==> src/sv/ght_pkg.sv <==
// Package for the generational handle table: sizes, request and status codes,
// and the packed result and divider types. No dependencies.
package ght_pkg;
    localparam int SLOTS      = 256;
    localparam int INDEX_BITS = 8;
    localparam int POS_BITS   = $clog2(SLOTS + 1);
    localparam int SLOT_BITS  = (SLOTS > 1) ? $clog2(SLOTS) : 1;

    localparam logic [1:0] REQ_CREATE  = 2'd0;
    localparam logic [1:0] REQ_DESTROY = 2'd1;
    localparam logic [1:0] REQ_HAS     = 2'd2;
    localparam logic [1:0] REQ_EVAL    = 2'd3;

    localparam logic [1:0] ST_OK    = 2'd0;
    localparam logic [1:0] ST_FULL  = 2'd1;
    localparam logic [1:0] ST_STALE = 2'd2;

    localparam int IN_BITS  = 144;
    localparam int OUT_BITS = 88;

    // Result item, last field in the lowest bits.
    typedef struct packed {
        logic [31:0] unit_out;
        logic [15:0] frame_sel;
        logic        present;
        logic [31:0] new_handle;
        logic [1:0]  status;
    } t_result;

    // Divider command and answer between the table and the divide unit.
    typedef struct packed {
        logic        start;
        logic [31:0] play_time;
        logic [15:0] frames;
        logic [31:0] duration;
    } t_div_cmd;

    typedef struct packed {
        logic        done;
        logic [15:0] frame_sel;
    } t_div_rsp;
endpackage

==> src/sv/ght_div.sv <==
// Bit-serial divider for floor(t * frames / duration), clamped to frames - 1.
// Zero frames give 0 and a zero duration gives frames - 1. Depends on ght_pkg.
module ght_div (
    input  logic              i_clk,
    input  logic              i_rst_n,
    input  ght_pkg::t_div_cmd i_cmd,
    output ght_pkg::t_div_rsp o_rsp
);
    import ght_pkg::*;

    // Control and the product, which is built one frame bit per cycle.
    logic [1:0]  r_phase, n_phase;
    logic [5:0]  r_cnt, n_cnt;
    logic [47:0] r_num, n_num;
    logic [32:0] r_rem, n_rem;
    logic [47:0] r_quo, n_quo;
    logic [15:0] r_frm, n_frm;
    logic [15:0] r_fsh, n_fsh;
    logic [31:0] r_mcand, n_mcand;
    logic [31:0] r_dur, n_dur;
    logic [15:0] r_res, n_res;
    logic        r_done, n_done;
    logic [32:0] w_trial;
    logic [15:0] w_lim;

    localparam logic [1:0] PH_IDLE = 2'd0;
    localparam logic [1:0] PH_MUL  = 2'd1;
    localparam logic [1:0] PH_DIV  = 2'd2;
    localparam logic [1:0] PH_FIN  = 2'd3;

    assign w_trial = {r_rem[31:0], r_num[47]} - {1'b0, r_dur};
    assign w_lim   = r_frm - 16'd1;

    always_comb begin
        n_phase = r_phase; n_cnt = r_cnt; n_num = r_num; n_rem = r_rem;
        n_quo = r_quo; n_frm = r_frm; n_fsh = r_fsh; n_mcand = r_mcand;
        n_dur = r_dur; n_res = r_res; n_done = 1'b0;
        unique case (r_phase)
            PH_IDLE: begin
                if (i_cmd.start) begin
                    n_phase = PH_MUL; n_cnt = 6'd0; n_num = '0;
                    n_mcand = i_cmd.play_time; n_frm = i_cmd.frames;
                    n_fsh = i_cmd.frames; n_dur = i_cmd.duration;
                end
            end
            // Shift-add multiply, most significant frame bit first.
            PH_MUL: begin
                n_num = (r_num << 1) + (r_fsh[15] ? {16'd0, r_mcand} : 48'd0);
                n_fsh = r_fsh << 1;
                n_cnt = r_cnt + 6'd1;
                if (r_cnt == 6'd15) begin
                    n_phase = PH_DIV; n_cnt = 6'd0; n_rem = '0; n_quo = '0;
                end
            end
            // Restoring division, one quotient bit per cycle.
            PH_DIV: begin
                if (!w_trial[32]) begin
                    n_rem = w_trial; n_quo = {r_quo[46:0], 1'b1};
                end else begin
                    n_rem = {r_rem[31:0], r_num[47]}; n_quo = {r_quo[46:0], 1'b0};
                end
                n_num = r_num << 1;
                n_cnt = r_cnt + 6'd1;
                if (r_cnt == 6'd47) n_phase = PH_FIN;
            end
            PH_FIN: begin
                if (r_frm == 16'd0) n_res = 16'd0;
                else if (r_dur == 32'd0 || r_quo > {32'd0, w_lim}) n_res = w_lim;
                else n_res = r_quo[15:0];
                n_done = 1'b1; n_phase = PH_IDLE;
            end
            default: n_phase = PH_IDLE;
        endcase
    end

    always_ff @(posedge i_clk) begin
        if (!i_rst_n) begin
            r_phase <= PH_IDLE; r_done <= 1'b0;
        end else begin
            r_phase <= n_phase; r_done <= n_done;
        end
        r_cnt <= n_cnt; r_num <= n_num; r_rem <= n_rem; r_quo <= n_quo;
        r_frm <= n_frm; r_fsh <= n_fsh; r_mcand <= n_mcand; r_dur <= n_dur;
        r_res <= n_res;
    end

    assign o_rsp.done      = r_done;
    assign o_rsp.frame_sel = r_res;
endmodule

==> config.mk <==
export PLATFORM = sky130hd
export DESIGN_NAME = ght_div
export DESIGN_NICKNAME = d
export VERILOG_FILES = /design/src/sv/ght_pkg.sv /design/src/sv/ght_div.sv
export SDC_FILE = /design/constraint.sdc
export NUM_CORES = 1
export LEC_CHECK = 0
export CAP_MARGIN = 10
export CORE_UTILIZATION = 50
export CTS_CLUSTER_SIZE = 30
export DETAILED_ROUTE_END_ITERATION = 10
export DONT_BUFFER_PORTS = 1
export HOLD_SLACK_MARGIN = 0.02
export RECOVER_POWER = 100
export SYNTH_ARGS = -nofsm -noshare
export SYNTH_HDL_FRONTEND = slang
export SYNTH_SLANG_ARGS = --single-unit
==> constraint.sdc <==
create_clock -name i_clk -period 4.15 [get_ports i_clk]
set_input_delay 0.83 -clock i_clk [delete_from_list [all_inputs] [get_ports i_clk]]
set_output_delay 0.83 -clock i_clk [all_outputs]
set_load 0.01 [all_outputs]
Yosys cells after proc, flatten, opt, wreduce, memory -nomap -nowiden
Index checks and enable logic that the tools add are counted.
{"block": "totals", "ff_bits": 249, "input_bits": 83, "out_inout_bits": 17, "word_cells": 56}
{"block": "classes", "addsub": 4, "n_lt_le_gt_ge": 1, "eq_ne": 8, "mux": 20, "n_reduce_logical": 12}
{"cell": "$pmux W48 S3", "count": 1}
{"cell": "$mux W32", "count": 3}
{"cell": "$mux W48", "count": 2}
{"cell": "$pmux W48 S2", "count": 1}
{"cell": "$pmux W32 S2", "count": 1}
{"cell": "$add A48 B32 Y48", "count": 1}
{"cell": "$gt A48 B16 Y1", "count": 1}
{"cell": "$sub A33 B32 Y33", "count": 1}
{"cell": "$logic_not A32 Y1", "count": 1}
{"cell": "$mux W16", "count": 2}
{"cell": "$pmux W16 S2", "count": 1}
{"cell": "$pmux W6 S3", "count": 1}
{"cell": "$logic_not A16 Y1", "count": 1}
{"cell": "$sub A16 B1 Y16 const B", "count": 1}
{"cell": "$mux W6", "count": 2}
{"cell": "$pmux W2 S4", "count": 1}
{"cell": "$reduce_and A2 Y1", "count": 4}
{"cell": "$add A6 B1 Y6 const B", "count": 1}
{"cell": "$eq A6 B4 Y1 const B", "count": 1}
{"cell": "$eq A6 B6 Y1 const B", "count": 1}
{"cell": "$mux W2", "count": 3}
{"cell": "$ne A2 B2 Y1 const B", "count": 3}
{"cell": "$eq A2 B2 Y1 const B", "count": 2}
{"cell": "$reduce_bool A2 Y1", "count": 2}
{"cell": "other kinds (6)", "count": 7}

Longest topological paths before layout
{"block": "depth", "depth_word": 4, "mapped_depth": 17, "mapped_depth_nobuf": 16}

Least setup slack after synthesis
OpenSTA, ideal clock, no wires.
{"block": "synth_timing", "kind": "register -> register", "from": "register r_frm[0]", "to": "register r_res[3], data pin", "setup_time_ns": 0.285, "t_arrival_ns": 3.506, "required_time_ns": 3.865, "setup_slack_ns": 0.359, "stages_incl_launch_ff": 18, "path_buffers": 1, "synth_period_minus_slack_ns": 3.791, "path_cell_list": "edfxtp_1 > inv_1 > ha_1 > nand2_1 > nor3_1 > nand2_1 > or3_1 > xor2_1 > ha_1 > a21o_1 > a21o_1 > a21o_1 > a211o_1 > a221oi_2 > o21ai_1 > clkbuf_1 > nor2_1 > a211oi_1"}
{"block": "synth_between", "elab_chain_cells": 4, "elab_cells_between_ends": 5, "cone_classes": "1 x add/sub; 1 x order compare; 1 x mux; 2 x reduce/logical"}
{"element": "start: declaration", "line_no": "ght_div.sv:17", "text": "logic [15:0] r_frm, n_frm;"}
{"element": "start signal: assignment", "line_no": "ght_div.sv:83", "text": "r_frm <= n_frm; r_fsh <= n_fsh; r_mcand <= n_mcand; r_dur <= n_dur;"}
{"element": "$sub A16 B1 Y16", "line_no": "ght_div.sv:32", "text": "assign w_lim = r_frm - 16'd1;"}
{"element": "$gt A48 B16 Y1", "line_no": "ght_div.sv:68", "text": "else if (r_dur == 32'd0 || r_quo > {32'd0, w_lim}) n_res = w_lim;"}
{"element": "$logic_or A1 B1 Y1", "line_no": "ght_div.sv:68"}
{"element": "$mux W16", "line_no": "ght_div.sv:68"}
{"element": "end signal: assignment", "line_no": "ght_div.sv:84", "text": "r_res <= n_res;"}
{"element": "end: declaration", "line_no": "ght_div.sv:21", "text": "logic [15:0] r_res, n_res;"}
Parallel ways exist; a longest one is shown, timed or not.
A chain may end at the register's enable or synchronous reset.

Final worst setup path
{"block": "layout_timing", "from": "register r_frm[0]", "to": "register r_res[15], data pin"}
Same word-level chain as after synthesis.

==> impl_metrics.toml <==
[status]
run_status = "finished with violations"
violations = "capacitance limit, slew limit"

[cells_and_area]
drive_above_1_share_pct = 7.97
diodes = 0
final_common_cell = "edfxtp_1"
mostFrequentLayoutCells = "edfxtp_1 (246), ha_1 (86), nand2_1 (79)"
stdcell_area_mm2 = 0.0158
area_growth_pct = 9.08
stdcell_count = 1696
layout.nets = 1466

[floorplanning]
start_util_pct = 51.5
io_pins = 100
die_x_um = 172
design.core.area_mm2 = 0.0282
dieArea_mm2 = 0.0297
std_cell_rows = 61
die_h_um = 172

[setup_path]
crit_fanout = 9
end_kind = "register"
crit_type = "reg2reg"
arrival_ns = 4.19
crit_path_start_kind = "register"
cp.required_ns = 4.43

[global_routing]
grt_use_total_pct = 20.5
grt_max_degree = 81
grt-ovfl-total = 0
antenna_found_initial = 0
grt_pass1_wl_mm = 48.4
grt_pass1_vias = 9547

[clocking]
clock_latency_ns = 0.55
postCtsHoldBufs = 0
cts_buffers = 30
cts.htree.levels = 1
cts.sinks = 249
post_cts_resized = 0
cts_setup_buffers = 0
cts_tree = "done"
cts-root-buf = "clkbuf_16"
clk_pin_slew_ns = 0.06
cts_buffer_depth = 3

[pwr]
total_power_w = 0.0112
p_int_w = 0.00712
sw_frac_of_total_pct = 36.6
seqPwrFrac_pct = 37.7
ir_drop_mv = 0.506
p_per_area_mw_per_mm2 = 710
power_frac_clock_pct = 22.6
leakagePower_nw = 5.97
combPwrFrac_pct = 39.7
p_switching_w = 0.00411

[sta]
setup_viol = 0
min_period_ns = 3.91
fin_setup_tns_ns = 0
rsz0062_at_grt = "false"
slew_viol_final = 85
hold-worst-slack_ns = 0.373
fmax_mhz = 256
period_share_pct = 94.1
worst_slew_pin_slew_ns = 2.29
hold_viol_final = 0
slew_headroom_pct = -52.7
finalClockSkew_ns = 0.0111

[logic_synthesis]
synth_cell_types = 82
synth_cells = 1295
syn_area_mm2 = 0.0145
ys_ff_latch = 249
synth_edf_count = 246
synth_nets = 1466
synthArstFlopShare_pct = 0
yosysSeqAreaShare_pct = 51.4
avgSynthCellArea_um2 = 11.2
yosysWarnings = 0
synth_flop_cell = "edfxtp_1"

[detailed_routing]
wl_per_cell_um = 17.5
drc = 0
drt_pre_antenna_iters = 5
vias = 9666
viasPerCell = 5.70
wl_mm = 29.7
drtIter0Drc = 592
ant_nets = 0

[placed_design]
portBuffers = 0
dpl.cell_count = 1641
placed_cell_area_mm2 = 0.0149
hpwl_mm = 20.7
place.gp.congestion = 0.846

[min_path]
hp-class = "in2reg"

[flow_run]
max_cap_viol_count = 2
## worst paths after layout
check              end  slack (ns)  depth (start not counted)       from
max          r_res[15]        0.24                         17   r_frm[0]
min          r_frm[11]        0.37                          0  i_cmd[43]
max reg2reg  r_res[15]        0.24                         17   r_frm[0]
min reg2reg  r_quo[36]        0.55                          1  r_quo[35]
## Yosys cell counts (all sizes together) (15+ instances only)
cell      n  area [µm²]
edfxtp  246        7390
and2     90         564
ha       86        1080
nand2    81         312
nor2     76         285
a21oi    70         358
o21ai    63         319
inv      60         225
nor2b    51         319
xnor2    43         377
clkbuf   35         134
a21o     31         233
mux2i    29         290
nand3    27         135
xor2     25         219
a211oi   20         160
nand4    20         125
nor3     18        90.1
nor4     18         113
nand2b   16         100
mux2     15         169
## final cells by class
type                    instances  area (µm²)
well taps                     378         473
inverters                      60         225
clock buffers                  38         802
flip-flops and latches        249        7450
repair buffers                 16         100
multi-input cells             938        6600
fillers                      2397       12400
clock inverters                17         160
## power by group through the flow
| stage | clock network, W | registers [W] | logic [W] |
|---|---|---|---|
| after floorplan | 0 | 0.00413 | 0.00364 |
| after global placement | 0 | 0.00425 | 0.00449 |
| after detailed placement | 0 | 0.00425 | 0.00452 |
| after CTS | 0.00260 | 0.00421 | 0.00454 |
| after global routing | 0.00270 | 0.00433 | 0.00502 |
| final | 0.00253 | 0.00423 | 0.00446 |
## through the flow
| stage | utilization [%] | worst slack (ns) |
|---|---|---|
| after global placement | 52.8 | 0.189 |
| after floorplan | - | 0.359 |
| after detailed placement | 52.8 | 0.0891 |
| after global routing | 56.1 | 0.0154 |
| final | 56.1 | 0.243 |
| after CTS | 56.3 | 0.0571 |
## flip-flops by register name (all words and copies together) (netlist names), 16 cells and up
signal,count
r_dur,32
r_frm,16
r_fsh,16
r_mcand,32
r_num,48
r_quo,48
r_rem,32
r_res,16
## per-layer routing
layer | vias up | share of wire (%) | global-route usage (%) | routed length [µm]
met3 | 48 | 4.0 | 3.25 | 1190
li1 | 4819 | - | - | -
met5 | - | 0 | 0 | 0
met4 | 0 | 2.4 | 5.66 | 702
met1 | 4631 | 47 | 27.3 | 14000
met2 | 168 | 47 | 34.4 | 13900
## kinds of logic (layout without fill, tap and decap cells)
group | count (synthesis) | in the layout | synth area share [%]
flip-flops | 249 | 249 | 51.4
XOR/XNOR | 68 | 68 | 4.11
AO/OA/AOI/OAI | 297 | 297 | 14.1
buffers and inverters | 108 | 131 | 3.35
AND/OR/NAND/NOR | 441 | 441 | 16.2
multiplexers | 44 | 44 | 3.17
adder cells (fa/ha/maj) | 88 | 88 | 7.70
## worst max-delay path: stages (launching register included)
cell	delay, ns
edfxtp_1	0.38
inv_1	0.12
ha_1	0.19
nand2_1	0.10
nor3_2	0.14
nand2_1	0.10
or3_1	0.36
xor2_2	0.17
ha_1	0.30
a21o_1	0.17
a21o_1	0.17
a21o_1	0.17
a211o_1	0.32
a221oi_4	0.37
o21ai_4	0.15
buf_4	0.23
nor2_1	0.11
a211oi_2	0.06
No activity file was read; power rests on OpenSTA's default activity.
